### src/hcr_pkg.sv
// shared types and constants of the headset command responder
`timescale 1ns / 1ps
`default_nettype none
package hcr_pkg;

   localparam int MAX_LEN = 10;
   localparam int DEF_QUEUE_DEPTH = 2;

   // opcodes
   localparam logic [7:0] OP_INIT          = 8'h00;
   localparam logic [7:0] OP_FW_GET        = 8'h04;
   localparam logic [7:0] OP_BATT_GET      = 8'h10;
   localparam logic [7:0] OP_CAP_GET       = 8'h12;
   localparam logic [7:0] OP_CODEC_GET     = 8'h18;
   localparam logic [7:0] OP_BATT2_GET     = 8'h22;
   localparam logic [7:0] OP_POWER_SET     = 8'h24;
   localparam logic [7:0] OP_AUTO_OFF_GET  = 8'h26;
   localparam logic [7:0] OP_AUTO_OFF_SET  = 8'h28;
   localparam logic [7:0] OP_EQ_GET        = 8'h56;
   localparam logic [7:0] OP_EQ_SET        = 8'h58;
   localparam logic [7:0] OP_NOISE_GET     = 8'h66;
   localparam logic [7:0] OP_NOISE_SET     = 8'h68;
   localparam logic [7:0] OP_DSEE_GET      = 8'he6;
   localparam logic [7:0] OP_DSEE_SET      = 8'he8;
   localparam logic [7:0] OP_MISC_GET      = 8'hf6;
   localparam logic [7:0] OP_MISC_SET      = 8'hf8;

   // subtypes
   localparam logic [7:0] ST_NONE     = 8'h00;
   localparam logic [7:0] ST_ONE      = 8'h01;
   localparam logic [7:0] ST_TWO      = 8'h02;
   localparam logic [7:0] ST_POWER    = 8'h03;
   localparam logic [7:0] ST_AUTO_OFF = 8'h05;
   localparam logic [7:0] ST_EARBUDS  = 8'h09;
   localparam logic [7:0] ST_CASE     = 8'h0a;
   localparam logic [7:0] ST_STC      = 8'h0c;
   localparam logic [7:0] ST_NOISE    = 8'h17;

   localparam logic [7:0] EQ_BAND_COUNT = 8'h06;
   localparam logic [7:0] CAP_CODE      = 8'h10;
   localparam logic [39:0] FW_VERSION   = "2.3.1";

   // register indexes
   localparam logic [2:0] REG_EARBUDS  = 3'd0;
   localparam logic [2:0] REG_LEGACY   = 3'd1;
   localparam logic [2:0] REG_BATTERY  = 3'd2;
   localparam logic [2:0] REG_CHARGING = 3'd3;
   localparam logic [2:0] REG_LEFT     = 3'd4;
   localparam logic [2:0] REG_RIGHT    = 3'd5;
   localparam logic [2:0] REG_CASE     = 3'd6;

   typedef struct packed {
      logic       earbuds_mode;
      logic       legacy_v1_mode;
      logic [6:0] battery_level;
      logic       charging_flag;
      logic [6:0] left_battery;
      logic [6:0] right_battery;
      logic [6:0] case_battery;
   } cfg_type;

   typedef struct packed {
      logic [MAX_LEN-1:0][7:0] bytes;
      logic [3:0]              count;
      logic                    seq;
      logic                    power_off;
   } entry_type;

endpackage
`default_nettype wire

### src/hcr_front.sv
// front end: accepts requests, updates settings and builds reply entries
`timescale 1ns / 1ps
`default_nettype none
module hcr_front (
   input  wire logic               clock,
   input  wire logic               reset,
   input  wire hcr_pkg::cfg_type   cfg,
   input  wire logic               req_valid,
   output logic                    req_ready,
   input  wire logic [7:0]         req_func,
   input  wire logic [7:0]         req_subtype,
   input  wire logic [3:0]         req_arg_count,
   input  wire logic [7:0]         req_arg2,
   input  wire logic [7:0]         req_arg3,
   input  wire logic [7:0]         req_arg4,
   input  wire logic [7:0]         req_arg5,
   input  wire logic [7:0]         req_arg6,
   input  wire logic [7:0]         req_arg7,
   input  wire logic [7:0]         req_arg8,
   input  wire logic [7:0]         req_arg9,
   input  wire logic               queue_full,
   output logic                    push,
   output hcr_pkg::entry_type      push_entry
);
   import hcr_pkg::*;

   logic [3:0][7:0] noise_ff, noise_in;
   logic [7:0]      eq_preset_ff, eq_preset_in;
   logic [5:0][7:0] eq_band_ff, eq_band_in;
   logic            dsee_ff, dsee_in;
   logic [1:0][7:0] auto_off_ff, auto_off_in;
   logic            stc_ff, stc_in;
   logic            av_ff, av_in;
   logic            seq_ff, seq_in;

   logic                    accept;
   logic [3:0]              len;
   logic [7:0]              typ;
   logic [MAX_LEN-1:0][7:0] rb;
   logic [3:0]              cnt;
   logic                    emit;
   logic                    pwr;

   assign req_ready = !queue_full;
   assign accept    = req_valid && !queue_full;
   assign len       = (req_arg_count > 4'd10) ? 4'd10 : req_arg_count;
   assign typ       = (len > 4'd1) ? req_subtype : ST_NONE;

   always_comb begin
      noise_in    = noise_ff;
      eq_preset_in = eq_preset_ff;
      eq_band_in  = eq_band_ff;
      dsee_in     = dsee_ff;
      auto_off_in = auto_off_ff;
      stc_in      = stc_ff;
      av_in       = av_ff;
      rb          = '0;
      cnt         = 4'd0;
      emit        = 1'b0;
      pwr         = 1'b0;
      if (len != 4'd0) begin
         unique case (req_func)
            OP_INIT: begin
               rb[0] = 8'h01; rb[1] = 8'h00; cnt = 4'd2; emit = 1'b1;
            end
            OP_FW_GET: begin
               if (typ == ST_TWO) begin
                  rb[0] = 8'h05; rb[1] = ST_TWO; rb[2] = 8'h05;
                  rb[3] = FW_VERSION[39:32]; rb[4] = FW_VERSION[31:24];
                  rb[5] = FW_VERSION[23:16]; rb[6] = FW_VERSION[15:8];
                  rb[7] = FW_VERSION[7:0];
                  cnt = 4'd8; emit = 1'b1;
               end
            end
            OP_CAP_GET: begin
               if (typ == ST_TWO) begin
                  rb[0] = 8'h13; rb[1] = ST_TWO; rb[2] = CAP_CODE;
                  cnt = 4'd3; emit = 1'b1;
               end
            end
            OP_CODEC_GET: begin
               if (typ == ST_NONE) begin
                  rb[0] = 8'h19; rb[1] = ST_NONE; rb[2] = CAP_CODE;
                  cnt = 4'd3; emit = 1'b1;
               end
            end
            OP_BATT_GET: begin
               if (typ == ST_NONE) begin
                  rb[0] = 8'h11; rb[1] = ST_NONE;
                  rb[2] = {1'b0, cfg.battery_level}; rb[3] = {7'd0, cfg.charging_flag};
                  cnt = 4'd4; emit = 1'b1;
               end
            end
            OP_BATT2_GET: begin
               if (cfg.legacy_v1_mode) begin
                  // legacy firmware reuses this opcode for power-off
                  if (typ == ST_NONE && len >= 4'd3 && req_arg2 == 8'h01) begin
                     pwr = 1'b1; cnt = 4'd1; emit = 1'b1;
                  end
               end else if (cfg.earbuds_mode) begin
                  if (typ == ST_EARBUDS) begin
                     rb[0] = 8'h23; rb[1] = ST_EARBUDS;
                     rb[2] = {1'b0, cfg.left_battery}; rb[3] = {7'd0, cfg.charging_flag};
                     rb[4] = {1'b0, cfg.right_battery}; rb[5] = {7'd0, cfg.charging_flag};
                     cnt = 4'd6; emit = 1'b1;
                  end else if (typ == ST_CASE) begin
                     rb[0] = 8'h23; rb[1] = ST_CASE;
                     rb[2] = {1'b0, cfg.case_battery}; rb[3] = 8'h00;
                     cnt = 4'd4; emit = 1'b1;
                  end
               end else if (typ == ST_NONE) begin
                  rb[0] = 8'h23; rb[1] = ST_NONE;
                  rb[2] = {1'b0, cfg.battery_level}; rb[3] = {7'd0, cfg.charging_flag};
                  cnt = 4'd4; emit = 1'b1;
               end
            end
            OP_NOISE_GET: begin
               if (typ == ST_NOISE) begin
                  rb[0] = 8'h67; rb[1] = ST_NOISE; rb[2] = 8'h01;
                  rb[3] = noise_ff[0]; rb[4] = noise_ff[1];
                  rb[5] = noise_ff[2]; rb[6] = noise_ff[3];
                  cnt = 4'd7; emit = 1'b1;
               end else if (typ == ST_TWO) begin
                  rb[0] = 8'h67; rb[1] = ST_TWO; rb[2] = noise_ff[0]; rb[3] = 8'h01;
                  rb[4] = (noise_ff[1] == 8'h01) ? 8'h00 : 8'h02;
                  rb[5] = 8'h01; rb[6] = noise_ff[2]; rb[7] = noise_ff[3];
                  cnt = 4'd8; emit = 1'b1;
               end
            end
            OP_NOISE_SET: begin
               if (typ == ST_NOISE && len >= 4'd7) begin
                  noise_in = {req_arg6, req_arg5, req_arg4, req_arg3};
                  rb[0] = 8'h69; rb[1] = ST_NOISE; rb[2] = 8'h01;
                  rb[3] = req_arg3; rb[4] = req_arg4; rb[5] = req_arg5; rb[6] = req_arg6;
                  cnt = 4'd7; emit = 1'b1;
               end else if (typ == ST_TWO && len >= 4'd8) begin
                  noise_in[0] = req_arg2;
                  noise_in[1] = {7'd0, (req_arg2 != 8'h00 && req_arg4 == 8'h00)};
                  noise_in[2] = req_arg6;
                  noise_in[3] = req_arg7;
               end
            end
            OP_EQ_GET: begin
               rb[0] = 8'h57; rb[1] = typ; rb[2] = eq_preset_ff; rb[3] = EQ_BAND_COUNT;
               rb[9:4] = eq_band_ff;
               cnt = 4'd10; emit = 1'b1;
            end
            OP_EQ_SET: begin
               if (len >= 4'd3) eq_preset_in = req_arg2;
               if (len == 4'd10 && req_arg3 == EQ_BAND_COUNT) begin
                  eq_band_in = {req_arg9, req_arg8, req_arg7, req_arg6, req_arg5, req_arg4};
               end
               // reply shows the values just written
               rb[0] = 8'h59; rb[1] = 8'h00; rb[2] = eq_preset_in; rb[3] = EQ_BAND_COUNT;
               rb[9:4] = eq_band_in;
               cnt = 4'd10; emit = 1'b1;
            end
            OP_DSEE_GET: begin
               if (typ == ST_ONE) begin
                  rb[0] = 8'he7; rb[1] = ST_ONE; rb[2] = {7'd0, dsee_ff};
                  cnt = 4'd3; emit = 1'b1;
               end
            end
            OP_DSEE_SET: begin
               if (typ == ST_ONE && len >= 4'd3) dsee_in = (req_arg2 != 8'h00);
            end
            OP_POWER_SET: begin
               if (typ == ST_POWER && len >= 4'd3 && req_arg2 == 8'h01) begin
                  pwr = 1'b1; cnt = 4'd1; emit = 1'b1;
               end
            end
            OP_AUTO_OFF_GET: begin
               if (typ == ST_AUTO_OFF) begin
                  rb[0] = 8'h27; rb[1] = ST_AUTO_OFF;
                  rb[2] = auto_off_ff[0]; rb[3] = auto_off_ff[1];
                  cnt = 4'd4; emit = 1'b1;
               end
            end
            OP_AUTO_OFF_SET: begin
               if (typ == ST_AUTO_OFF && len >= 4'd4) auto_off_in = {req_arg3, req_arg2};
            end
            OP_MISC_GET: begin
               if (typ == ST_STC) begin
                  rb[0] = 8'hf7; rb[1] = ST_STC; rb[2] = {7'd0, !stc_ff};
                  cnt = 4'd3; emit = 1'b1;
               end else if (typ == ST_CASE) begin
                  rb[0] = 8'hf7; rb[1] = ST_CASE; rb[2] = {7'd0, !av_ff};
                  cnt = 4'd3; emit = 1'b1;
               end
            end
            OP_MISC_SET: begin
               if (len >= 4'd3) begin
                  if (typ == ST_STC) stc_in = (req_arg2 == 8'h00);
                  if (typ == ST_CASE) av_in = (req_arg2 == 8'h00);
               end
            end
            default: begin
            end
         endcase
      end
   end

   // power-off events carry fixed fields and leave the sequence bit alone
   always_comb begin
      push_entry.bytes     = rb;
      push_entry.count     = cnt;
      push_entry.seq       = pwr ? 1'b0 : seq_ff;
      push_entry.power_off = pwr;
      push                 = accept && emit;
      seq_in               = seq_ff ^ (accept && emit && !pwr);
   end

   always_ff @(posedge clock) begin
      if (reset) begin
         noise_ff     <= '0;
         eq_preset_ff <= '0;
         eq_band_ff   <= '0;
         dsee_ff      <= 1'b0;
         auto_off_ff  <= '0;
         stc_ff       <= 1'b0;
         av_ff        <= 1'b0;
         seq_ff       <= 1'b0;
      end else if (accept) begin
         noise_ff     <= noise_in;
         eq_preset_ff <= eq_preset_in;
         eq_band_ff   <= eq_band_in;
         dsee_ff      <= dsee_in;
         auto_off_ff  <= auto_off_in;
         stc_ff       <= stc_in;
         av_ff        <= av_in;
         seq_ff       <= seq_in;
      end
   end

   property p_no_push_when_full;
      @(posedge clock) disable iff (reset) queue_full |-> !push;
   endproperty
   a_no_push_when_full: assert property (p_no_push_when_full)
      else $error("entry pushed into a full queue");

   property p_event_single;
      @(posedge clock) disable iff (reset)
         push && push_entry.power_off |-> push_entry.count == 4'd1;
   endproperty
   a_event_single: assert property (p_event_single)
      else $error("power-off event with more than one result");

   property p_seq_toggle;
      @(posedge clock) disable iff (reset)
         push && !push_entry.power_off |=> seq_ff != $past(seq_ff);
   endproperty
   a_seq_toggle: assert property (p_seq_toggle)
      else $error("sequence bit did not toggle after a reply");

endmodule
`default_nettype wire

### src/hcr_queue.sv
// short queue of reply entries between front and back
`timescale 1ns / 1ps
`default_nettype none
module hcr_queue #(
   parameter int Depth = hcr_pkg::DEF_QUEUE_DEPTH
) (
   input  wire logic                clock,
   input  wire logic                reset,
   input  wire logic                push,
   input  wire hcr_pkg::entry_type  push_entry,
   output logic                     full,
   output logic                     head_valid,
   output hcr_pkg::entry_type       head,
   input  wire logic                pop
);
   import hcr_pkg::*;

   localparam int PtrW = $clog2(Depth);
   localparam int CntW = $clog2(Depth + 1);

   entry_type       mem_ff [Depth];
   logic [PtrW-1:0] wr_ptr_ff, wr_ptr_in;
   logic [PtrW-1:0] rd_ptr_ff, rd_ptr_in;
   logic [CntW-1:0] count_ff, count_in;

   assign full       = (count_ff == CntW'(Depth));
   assign head_valid = (count_ff != '0);
   assign head       = mem_ff[rd_ptr_ff];

   always_comb begin
      wr_ptr_in = wr_ptr_ff;
      rd_ptr_in = rd_ptr_ff;
      count_in  = count_ff;
      if (push) wr_ptr_in = (wr_ptr_ff == PtrW'(Depth - 1)) ? '0 : wr_ptr_ff + 1'b1;
      if (pop)  rd_ptr_in = (rd_ptr_ff == PtrW'(Depth - 1)) ? '0 : rd_ptr_ff + 1'b1;
      if (push && !pop)      count_in = count_ff + 1'b1;
      else if (pop && !push) count_in = count_ff - 1'b1;
   end

   always_ff @(posedge clock) begin
      if (reset) begin
         wr_ptr_ff <= '0;
         rd_ptr_ff <= '0;
         count_ff  <= '0;
      end else begin
         wr_ptr_ff <= wr_ptr_in;
         rd_ptr_ff <= rd_ptr_in;
         count_ff  <= count_in;
      end
   end

   always_ff @(posedge clock) begin
      if (push) mem_ff[wr_ptr_ff] <= push_entry;
   end

   property p_no_pop_empty;
      @(posedge clock) disable iff (reset) pop |-> head_valid;
   endproperty
   a_no_pop_empty: assert property (p_no_pop_empty)
      else $error("pop from an empty queue");

   property p_count_bound;
      @(posedge clock) disable iff (reset) count_ff <= CntW'(Depth);
   endproperty
   a_count_bound: assert property (p_count_bound)
      else $error("queue count above depth");

   property p_count_step;
      @(posedge clock) disable iff (reset)
         push && !pop |=> count_ff == $past(count_ff) + 1'b1;
   endproperty
   a_count_step: assert property (p_count_step)
      else $error("queue count did not follow a push");

endmodule
`default_nettype wire

### src/hcr_back.sv
// back end: drains queued replies one byte per cycle into the output register while rsp_ready does not stall it
`timescale 1ns / 1ps
`default_nettype none
module hcr_back (
   input  wire logic                clock,
   input  wire logic                reset,
   input  wire logic                head_valid,
   input  wire hcr_pkg::entry_type  head,
   output logic                     pop,
   output logic                     rsp_valid,
   input  wire logic                rsp_ready,
   output logic [7:0]               rsp_reply_byte,
   output logic                     rsp_reply_last,
   output logic                     rsp_reply_sequence,
   output logic                     rsp_power_off
);
   import hcr_pkg::*;

   logic       valid_ff, valid_in;
   logic [3:0] idx_ff, idx_in;
   logic [7:0] byte_ff, byte_in;
   logic       last_ff, last_in;
   logic       seq_ff, seq_in;
   logic       pwr_ff, pwr_in;
   logic       advance;
   logic       load;
   logic       is_last;

   assign advance = !valid_ff || rsp_ready;
   assign load    = advance && head_valid;
   assign is_last = (idx_ff == head.count - 4'd1);
   assign pop     = load && is_last;

   always_comb begin
      valid_in = advance ? head_valid : valid_ff;
      idx_in   = idx_ff;
      byte_in  = byte_ff;
      last_in  = last_ff;
      seq_in   = seq_ff;
      pwr_in   = pwr_ff;
      if (load) begin
         byte_in = head.bytes[idx_ff];
         last_in = is_last;
         seq_in  = head.seq;
         pwr_in  = head.power_off;
         idx_in  = is_last ? 4'd0 : idx_ff + 4'd1;
      end
   end

   always_ff @(posedge clock) begin
      if (reset) begin
         valid_ff <= 1'b0;
         idx_ff   <= 4'd0;
      end else begin
         valid_ff <= valid_in;
         idx_ff   <= idx_in;
      end
   end

   always_ff @(posedge clock) begin
      byte_ff <= byte_in;
      last_ff <= last_in;
      seq_ff  <= seq_in;
      pwr_ff  <= pwr_in;
   end

   assign rsp_valid          = valid_ff;
   assign rsp_reply_byte     = byte_ff;
   assign rsp_reply_last     = last_ff;
   assign rsp_reply_sequence = seq_ff;
   assign rsp_power_off      = pwr_ff;

   property p_event_fields;
      @(posedge clock) disable iff (reset)
         rsp_valid && rsp_power_off |->
            rsp_reply_last && rsp_reply_byte == 8'h00 && !rsp_reply_sequence;
   endproperty
   a_event_fields: assert property (p_event_fields)
      else $error("power-off event with reply fields set");

   property p_idx_in_range;
      @(posedge clock) disable iff (reset) head_valid |-> idx_ff < head.count;
   endproperty
   a_idx_in_range: assert property (p_idx_in_range)
      else $error("byte index past the reply length");

   property p_reply_continues;
      @(posedge clock) disable iff (reset)
         rsp_valid && rsp_ready && !rsp_reply_last |=>
            rsp_valid && !rsp_power_off && rsp_reply_sequence == $past(rsp_reply_sequence);
   endproperty
   a_reply_continues: assert property (p_reply_continues)
      else $error("reply broken before its last byte");

endmodule
`default_nettype wire

### src/headset_command_responder_unit.sv
// top level of the headset command responder
//
// req_ channel: one decoded command per request (opcode, subtype, length and
// argument bytes). rsp_ channel: the reply payload, one byte per transfer,
// with a last mark and the reply sequence bit; a power-off command gives a
// single transfer with rsp_power_off set. csr_ port: APB-style registers for
// the battery report and the earbuds and legacy modes, pready tied high.
// The front decodes a request and updates the settings in the cycle it is
// accepted, then drops the reply into a small queue (QueueDepth entries).
// The back reads the queue head and loads the output register one byte per
// cycle while rsp_ready or an empty output lets it; a request's first byte
// passes through the queue and then the output register. Requests are taken
// one per cycle while the queue has room; the back sends an n-byte reply
// (n from 1 to 10) one byte per transfer, so sustained rate is set by reply
// length. Requests with no reply never enter the queue.
// Reset is synchronous: settings and the sequence bit clear, battery
// registers go to 100, queue and output empty. No clearing pass is needed.
// A stalled rsp_ready holds the output register; the queue then fills and
// req_ready drops.
`timescale 1ns / 1ps
`default_nettype none
module headset_command_responder_unit #(
   parameter int QueueDepth = hcr_pkg::DEF_QUEUE_DEPTH
) (
   input  wire logic        clock,
   input  wire logic        reset,
   input  wire logic        req_valid,
   output logic             req_ready,
   input  wire logic [7:0]  req_func,
   input  wire logic [7:0]  req_subtype,
   input  wire logic [3:0]  req_arg_count,
   input  wire logic [7:0]  req_arg2,
   input  wire logic [7:0]  req_arg3,
   input  wire logic [7:0]  req_arg4,
   input  wire logic [7:0]  req_arg5,
   input  wire logic [7:0]  req_arg6,
   input  wire logic [7:0]  req_arg7,
   input  wire logic [7:0]  req_arg8,
   input  wire logic [7:0]  req_arg9,
   output logic             rsp_valid,
   input  wire logic        rsp_ready,
   output logic [7:0]       rsp_reply_byte,
   output logic             rsp_reply_last,
   output logic             rsp_reply_sequence,
   output logic             rsp_power_off,
   input  wire logic        csr_psel,
   input  wire logic        csr_penable,
   input  wire logic        csr_pwrite,
   input  wire logic [4:0]  csr_paddr,
   input  wire logic [31:0] csr_pwdata,
   output logic [31:0]      csr_prdata,
   output logic             csr_pready
);
   import hcr_pkg::*;

   cfg_type    cfg_ff, cfg_in;
   logic       csr_write;
   logic [2:0] reg_idx;
   logic       queue_full;
   logic       push;
   entry_type  push_entry;
   logic       head_valid;
   entry_type  head;
   logic       pop;

   assign csr_pready = 1'b1;
   assign csr_write  = csr_psel && csr_penable && csr_pwrite && csr_pready;
   assign reg_idx    = csr_paddr[4:2];

   always_comb begin
      cfg_in = cfg_ff;
      if (csr_write) begin
         unique case (reg_idx)
            REG_EARBUDS:  cfg_in.earbuds_mode   = csr_pwdata[0];
            REG_LEGACY:   cfg_in.legacy_v1_mode = csr_pwdata[0];
            REG_BATTERY:  cfg_in.battery_level  = csr_pwdata[6:0];
            REG_CHARGING: cfg_in.charging_flag  = csr_pwdata[0];
            REG_LEFT:     cfg_in.left_battery   = csr_pwdata[6:0];
            REG_RIGHT:    cfg_in.right_battery  = csr_pwdata[6:0];
            REG_CASE:     cfg_in.case_battery   = csr_pwdata[6:0];
            default: begin
            end
         endcase
      end
   end

   always_comb begin
      unique case (reg_idx)
         REG_EARBUDS:  csr_prdata = {31'd0, cfg_ff.earbuds_mode};
         REG_LEGACY:   csr_prdata = {31'd0, cfg_ff.legacy_v1_mode};
         REG_BATTERY:  csr_prdata = {25'd0, cfg_ff.battery_level};
         REG_CHARGING: csr_prdata = {31'd0, cfg_ff.charging_flag};
         REG_LEFT:     csr_prdata = {25'd0, cfg_ff.left_battery};
         REG_RIGHT:    csr_prdata = {25'd0, cfg_ff.right_battery};
         REG_CASE:     csr_prdata = {25'd0, cfg_ff.case_battery};
         default:      csr_prdata = 32'd0;
      endcase
   end

   always_ff @(posedge clock) begin
      if (reset) begin
         cfg_ff.earbuds_mode   <= 1'b0;
         cfg_ff.legacy_v1_mode <= 1'b0;
         cfg_ff.battery_level  <= 7'd100;
         cfg_ff.charging_flag  <= 1'b0;
         cfg_ff.left_battery   <= 7'd100;
         cfg_ff.right_battery  <= 7'd100;
         cfg_ff.case_battery   <= 7'd100;
      end else begin
         cfg_ff <= cfg_in;
      end
   end

   hcr_front u_front (
      .clock         (clock),
      .reset         (reset),
      .cfg           (cfg_ff),
      .req_valid     (req_valid),
      .req_ready     (req_ready),
      .req_func      (req_func),
      .req_subtype   (req_subtype),
      .req_arg_count (req_arg_count),
      .req_arg2      (req_arg2),
      .req_arg3      (req_arg3),
      .req_arg4      (req_arg4),
      .req_arg5      (req_arg5),
      .req_arg6      (req_arg6),
      .req_arg7      (req_arg7),
      .req_arg8      (req_arg8),
      .req_arg9      (req_arg9),
      .queue_full    (queue_full),
      .push          (push),
      .push_entry    (push_entry)
   );

   hcr_queue #(
      .Depth (QueueDepth)
   ) u_queue (
      .clock      (clock),
      .reset      (reset),
      .push       (push),
      .push_entry (push_entry),
      .full       (queue_full),
      .head_valid (head_valid),
      .head       (head),
      .pop        (pop)
   );

   hcr_back u_back (
      .clock              (clock),
      .reset              (reset),
      .head_valid         (head_valid),
      .head               (head),
      .pop                (pop),
      .rsp_valid          (rsp_valid),
      .rsp_ready          (rsp_ready),
      .rsp_reply_byte     (rsp_reply_byte),
      .rsp_reply_last     (rsp_reply_last),
      .rsp_reply_sequence (rsp_reply_sequence),
      .rsp_power_off      (rsp_power_off)
   );

endmodule
`default_nettype wire

### config.mk
export PLATFORM = sky130hd
export DESIGN_NAME = headset_command_responder_unit
export DESIGN_NICKNAME = d
export VERILOG_FILES = /design/src/hcr_pkg.sv /design/src/hcr_front.sv /design/src/hcr_queue.sv /design/src/hcr_back.sv /design/src/headset_command_responder_unit.sv
export SDC_FILE = /design/constraint.sdc
export NUM_CORES = 1
export LEC_CHECK = 0
export ABC_AREA = 1
export BUFFER_PORTS_ARGS = -buffer_cell sky130_fd_sc_hd__buf_2
export CAP_MARGIN = 20
export CORE_MARGIN = 2
export CORE_UTILIZATION = 32
export DETAILED_ROUTE_END_ITERATION = 10
export GPL_TIMING_DRIVEN = 1
export PLACE_DENSITY = 0.52
export SYNTH_ARGS = -nofsm -noshare
export SYNTH_HDL_FRONTEND = slang
export SYNTH_SLANG_ARGS = --single-unit
### constraint.sdc
create_clock -name clock -period 12.3 [get_ports clock]
set_input_delay 1.845 -clock clock [delete_from_list [all_inputs] [get_ports clock]]
set_output_delay 1.845 -clock clock [all_outputs]
set_load 0.05 [all_outputs]
Word-level counts from Yosys, hierarchy flattened. Memories as Yosys holds them, arrays and structs flattened. A register that Yosys moved wholly into a read port is not among the register bits. Index checks and enable logic that the tools add are counted.

Flip-flop bits (word level): 159. Memories kept: 1. Word-level logic and storage cells: 221. RAM bits: 172.

Equal/unequal tests: 36. $lt $le $gt $ge: 7. Add/sub/neg operators: 6. Bitwise gates (word level): 1. Muxes and demuxes: 83. Reduce and logical (&&, ||, !) cells: 54.

Memory list: u_queue.mem_ff (words 2, bits a word 86, rd ports 1, clocked after Yosys merged registers in 1, write ports 1, line hcr_queue.sv:21) `entry_type mem_ff [Depth];`.

Operators with widths (count): 16-bit one-hot mux with 13 select lines (1); 32-bit two-way mux (5); 56-bit two-way mux (2); 48-bit two-way mux (2); 16-bit one-hot mux with 6 select lines (1); 8-bit one-hot mux with 12 select lines (1); 80-bit two-way mux (1); 64-bit two-way mux (1); 62-bit two-way mux (1); 8-bit one-hot mux with 7 select lines (1); 4-bit one-hot mux with 13 select lines (1); 25-bit two-way mux (2); 7-bit one-hot mux with 7 select lines (1); 21-bit two-way mux (2); 8-bit one-hot mux with 5 select lines (1); 4-bit two-way mux (9); 17-bit two-way mux (2); 8-bit binary-select mux with 4-bit select (1); 8-bit by 5-bit == test with 1-bit output, second input constant (4); 8-bit by 6-bit == test with 1-bit output, second input constant (4); 8-bit by 7-bit == test with 1-bit output, second input constant (4); 8-bit == test, second input constant (4); 8-bit logical NOT (4); 8-bit two-way mux (4); 45 further kinds (128).

Logic depth before layout (Yosys ltp).
Word-level depth: 16. Depth in mapped cells: 18. Gate-level depth less buffers: 18.

Hierarchy. A second synthesis with hierarchy kept.

Cell total of the unflattened synthesis: 2080. Area, all modules: 17544.3 um^2.

By module, submodules not included: hcr_front (times used 1, cells each 1283, area each 7666.1 um^2, sequential area each 2162.1 um^2); hcr_queue (times used 1, cells each 301, area each 6636.4 um^2, sequential area each 5265.0 um^2); headset_command_responder_unit (times used 1, cells each 259, area each 1717.9 um^2, sequential area each 620.6 um^2); hcr_back (times used 1, cells each 237, area each 1524.0 um^2, sequential area each 430.4 um^2).

Worst setup path after synthesis. OpenSTA, ideal clock, no wires.

Kind: input to register. Start point: input port req_arg_count[3]. End point: memory u_queue.mem_ff[0][0] (netlist bit), enable pin. Buffers on the path: 1. Path slack: 5.102 ns. Arrival: 6.667 ns. Stages: 12. Library setup time: 0.531 ns. Cells stage by stage: nor2_4 nand2_8 buf_6 nand2_1 nand3_1 nor2_1 nand2_2 nand3_2 nor2_1 nand3_2 nand2_1 nor2_1.

Longest elaborated chain between the ends: 14.

RTL lines: start: declaration (line headset_command_responder_unit.sv:31) `input wire logic [3:0] req_arg_count,`; 4-bit greater-than comparator (line hcr_front.sv:46) `assign len = (req_arg_count > 4'd10) ? 4'd10 : req_arg_count;`; 4-bit two-way mux * (line hcr_front.sv:46); 4-bit by 1-bit greater-than comparator with 1-bit output (line hcr_front.sv:47) `assign typ = (len > 4'd1) ? req_subtype : ST_NONE;`; 8-bit two-way mux (line hcr_front.sv:47); 8-bit by 4-bit == test with 1-bit output / 8-bit logical NOT (equally long branches); 1-bit two-way mux / 1-bit logical AND (equally long branches) (line hcr_front.sv:106, hcr_front.sv:186, hcr_front.sv:97); 1-bit two-way mux / 1-bit logical AND (equally long branches) (line hcr_front.sv:101, hcr_front.sv:97); 1-bit two-way mux (on tied branches) (line hcr_front.sv:100, hcr_front.sv:97); 1-bit two-way mux (line hcr_front.sv:95) `if (cfg.legacy_v1_mode) begin`; 1-bit one-hot mux with 10 select lines (line hcr_front.sv:62) `unique case (req_func)`; 1-bit two-way mux * (line hcr_front.sv:61) `if (len != 4'd0) begin`; 1-bit logical AND * (line hcr_front.sv:209) `push = accept && emit;`; 1-bit two-way mux * (line hcr_queue.sv:53) `if (push) mem_ff[wr_ptr_ff] <= push_entry;`; 1-bit two-way mux (implied by the code) * (line hcr_queue.sv:53); end: declaration (line hcr_queue.sv:21).

Mark *: on every way between the ends. The rest lies on a longest branch, timed or not.

Worst setup path after layout.
Start point: input port csr_paddr[4]. End point: output port csr_prdata[3].

Longest elaborated chain between the ends: 2.

RTL lines: start: declaration (line headset_command_responder_unit.sv:49) `input wire logic [4:0] csr_paddr,`; 3-bit == test (tied with other cells) (line headset_command_responder_unit.sv:88) `unique case (reg_idx)`; 7-bit one-hot mux with 7 select lines * (line headset_command_responder_unit.sv:88); end: declaration (line headset_command_responder_unit.sv:51) `output logic [31:0] csr_prdata,`.

Marked as above.

==> impl_metrics.json <==
{
  "synthesis.instances": 2004,
  "ys_seq_elements": 332,
  "die-area_um2": 54000,
  "port_buffers": 120,
  "drive_gt1_share_pct": 12.2,
  "yosys_warnings": 0,
  "hpwl_um": 38100,
  "drt_iter0_markers": 1432,
  "global_route.overflow_total": 0,
  "placement_rows": 83,
  "synth_area_um2": 16700,
  "avgSynthCellArea_um2": 8.33,
  "ctsResizeCount": 0,
  "synthDominantCellAreaShare_pct": 32.9,
  "critical_path_peak_fanout": 6,
  "synth_sequential_area_ratio_pct": 50.8,
  "die_w_um": 232,
  "timing.clock.skew_ns": 0.0179,
  "timing.critical_path.to_type": "output port",
  "synth_enable_flop_cells": 183,
  "rrSetupSlack_ns": 8.81,
  "drtPass1Iterations": 6,
  "worstHoldStart": "u_front.eq_preset_ff[6]$_SDFFE_PP0P_",
  "groute.usage.overall_pct": 20.6,
  "r2r_end": "u_queue.mem_ff[0][55]$_DFFE_PP_",
  "total_length_of_routed_wires_um": 56100,
  "post-route-drc-count": 0,
  "hp-class": "reg -> reg",
  "drt-wirelength-per-cell_um": 20.2,
  "min_period_ns": 5.36,
  "r2r_start": "u_queue.count_ff[0]$_SDFFE_PP0P_",
  "outcome": "completed",
  "yosys_most_used_dff": "edfxtp_1",
  "worstHoldPathCells": 2,
  "cts.repair_timing.setup_buffer_count": 0,
  "worst-r2r-cell-count": 9,
  "synthArstFlopShare_pct": 0,
  "synth.top_cells.by_area": "edfxtp_1, dfxtp_1, nand2_1",
  "ctsHoldBuffers": 0,
  "unrepaired_setup_endpoints_after_global_routing": "false",
  "setup.worst_path.class": "in -> out",
  "floorplan.die.height_um": 232,
  "irDropWorstVdd_mv": 0.0993,
  "timing.slew.headroom_pct": 20.5,
  "htreeDepth": 2,
  "holdPathEnd": "u_front.eq_preset_ff[6]$_SDFFE_PP0P_",
  "power_density_nw_per_um2": 127,
  "setup_tns_ns": 0,
  "diodes": 0,
  "antenna_violations_before_repair": 0,
  "clock_latency_ns": 0.55,
  "root_buffer": "clkbuf_16",
  "synth_top_cell_by_area": "edfxtp_1",
  "post-route-period-util_pct": 43.5,
  "max-clock-path-buffers": 3,
  "tritoncts": "done",
  "static-leakage-power_nw": 6.85,
  "hold_viol_final": 0,
  "tritoncts.num_buffers": 38,
  "worst_pin_slew_ns": 1.19,
  "setup.worst_path.start_class": "input port",
  "via_count": 14893,
  "pin_count_of_the_biggest_net_entering_global_routing": 88,
  "cp.required_ns": 10.45,
  "vias_per_cell": 5.35,
  "initial_core_utilization_pct": 32.5,
  "drtAntennaViolNets": 0,
  "gpl.final_weighted_congestion": 0.889,
  "clk_pin_slew_ns": 0.06,
  "arrival_ns": 3.51,
  "clock-sinks": 332,
  "io_pins": 174,
  "post_synth_num_cell_types": 59,
  "wire_length_of_the_first_global_routing_pass_um": 85300,
  "nets": 2206,
  "grt_pass1_vias": 14212,
  "postLayoutCoreUtil_pct": 36.9,
  "max_freq_mhz": 187,
  "area_growth_pct": 13.7,
  "timing.max_cap.violations": 0,
  "report.final.setup_viol": 0,
  "report.final.slew_viol_count": 0,
  "placeableCoreArea_um2": 51400
}
[synthesized netlist by cell type (all sizes together) (3+ instances only)]
cell	n
o221ai	12
clkbuf	68
mux2i	12
a22oi	26
o22ai	5
a211oi	13
or2	3
nor2	238
buf	66
clkinv	3
a41oi	6
o2111ai	14
a221oi	17
nor3	18
nand3	103
o21ai	150
inv	143
mux2	16
a21oi	132
xor2	7
ha	3
o211ai	11
o32ai	30
a31oi	39
edfxtp	183
dfxtp	149
nand3b	4
nand2	489
nand4	24
nor4	6
[per-stage QoR]
step,hold slack (ns),setup slack (ns),power (W),instances,instance area [um^2]
5_1_grt,0.476,6.68,0.00248,2783,19000
4_1_cts,0.467,6.97,0.00243,2783,19000
3_3_place_gp,0.453,6.42,0.00129,2715,17700
6_report,0.470,6.94,0.00240,2783,19000
3_5_place_dp,0.459,6.39,0.00129,2715,17700
2_1_floorplan,0.441,5.10,0.00125,2028,16800
[metal layers]
layer	up-vias	share of wire (%)	global-route usage, %
met1	7230	44	28.0
li1	7074	-	-
met3	87	6.4	2.91
met4	0	2.5	5.89
met2	502	47	34.1
met5	-	0	0
[worst max path at each step]
stage | start | to | slack [ns] | cells past startpoint
5_1_grt | req_func[0] | u_queue.mem_ff[0][66]$_DFFE_PP_ | 6.68 | 13
3_5_place_dp | req_func[1] | u_queue.mem_ff[0][65]$_DFFE_PP_ | 6.39 | 13
6_report | csr_paddr[4] | csr_prdata[3] | 6.94 | 7
3_3_place_gp | req_func[3] | u_queue.mem_ff[0][65]$_DFFE_PP_ | 6.42 | 13
4_1_cts | req_func[1] | u_queue.mem_ff[0][57]$_DFFE_PP_ | 6.97 | 13
2_1_floorplan | req_arg_count[3] | u_queue.mem_ff[0][0]$_DFFE_PP_ | 5.10 | 12
[area by class of cell]
class                      instances  area [um^2]
sequential                       332         8480
tap                              680          851
timing repair buffer             141          758
clock inverter                    14          143
fill                            5307        32400
multi-input combinational       1416         7100
inverter                         146          551
clock buffer                      54         1080
[cell families after synthesis]
family,synth area share (%)
other cells,0.0450
fa+ha+maj,0.225
buf+inv,7.32
flops,50.8
simple gates,22.2
compound gates,17.2
mux,1.80
xor+xnor,0.420
[cell usage in the layout, fill, tap and decap left out, types with 12 or more instances in the layout]
master | synthesis | layout
buf_4 | 30 | 21
o21ai_0 | 121 | 121
nand3_1 | 99 | 99
mux2i_1 | 12 | 12
nand2_1 | 484 | 484
a211oi_1 | 13 | 13
nor3_1 | 16 | 15
a31oi_1 | 39 | 39
conb_1 | 2 | 26
o32ai_1 | 30 | 30
a221oi_1 | 17 | 17
mux2_2 | 16 | 16
a21oi_1 | 131 | 130
clkbuf_1 | 68 | 12
o2111ai_1 | 14 | 14
nand4_1 | 23 | 23
edfxtp_1 | 183 | 183
o221ai_1 | 12 | 12
inv_1 | 134 | 131
a22oi_1 | 26 | 26
o21ai_1 | 25 | 25
nor2_1 | 231 | 228
clkbuf_16 | 0 | 41
buf_2 | 21 | 120
dfxtp_1 | 149 | 147
[worst max-delay path, stage by stage]
cell and delay [ns]:
buf_2 0.13, inv_1 0.09, nor3_1 0.61, inv_1 0.21, o22ai_1 0.18, a221o_1 0.16, buf_2 0.27
[flip-flops by register name, indices dropped and copies added, names as in the netlist, named ones only]
name                       flops
u_back.rsp_reply_sequence      1
cfg_ff                        31
u_front.auto_off_ff           16
u_front.dsee_ff                1
u_queue.count_ff               2
u_back.rsp_power_off           1
u_front.av_ff                  1
u_front.stc_ff                 1
u_queue.rd_ptr_ff              1
u_back.rsp_reply_last          1
u_back.rsp_reply_byte          8
u_queue.mem_ff               172
u_front.seq_ff                 1
u_queue.wr_ptr_ff              1
u_front.noise_ff              32
u_front.eq_band_ff            48
u_back.idx_ff                  4
u_front.eq_preset_ff           8
u_back.rsp_valid               1
[where the power goes]
| group | internal (W) | switching [W] | total (W) |
|---|---|---|---|
| combinational | 0.0000249 | 0.0000847 | 0.000110 |
| clock | 0.000676 | 0.000455 | 0.00113 |
| sequential | 0.00116 | 0.00000129 | 0.00116 |
No activity file was read; power rests on OpenSTA's default activity.
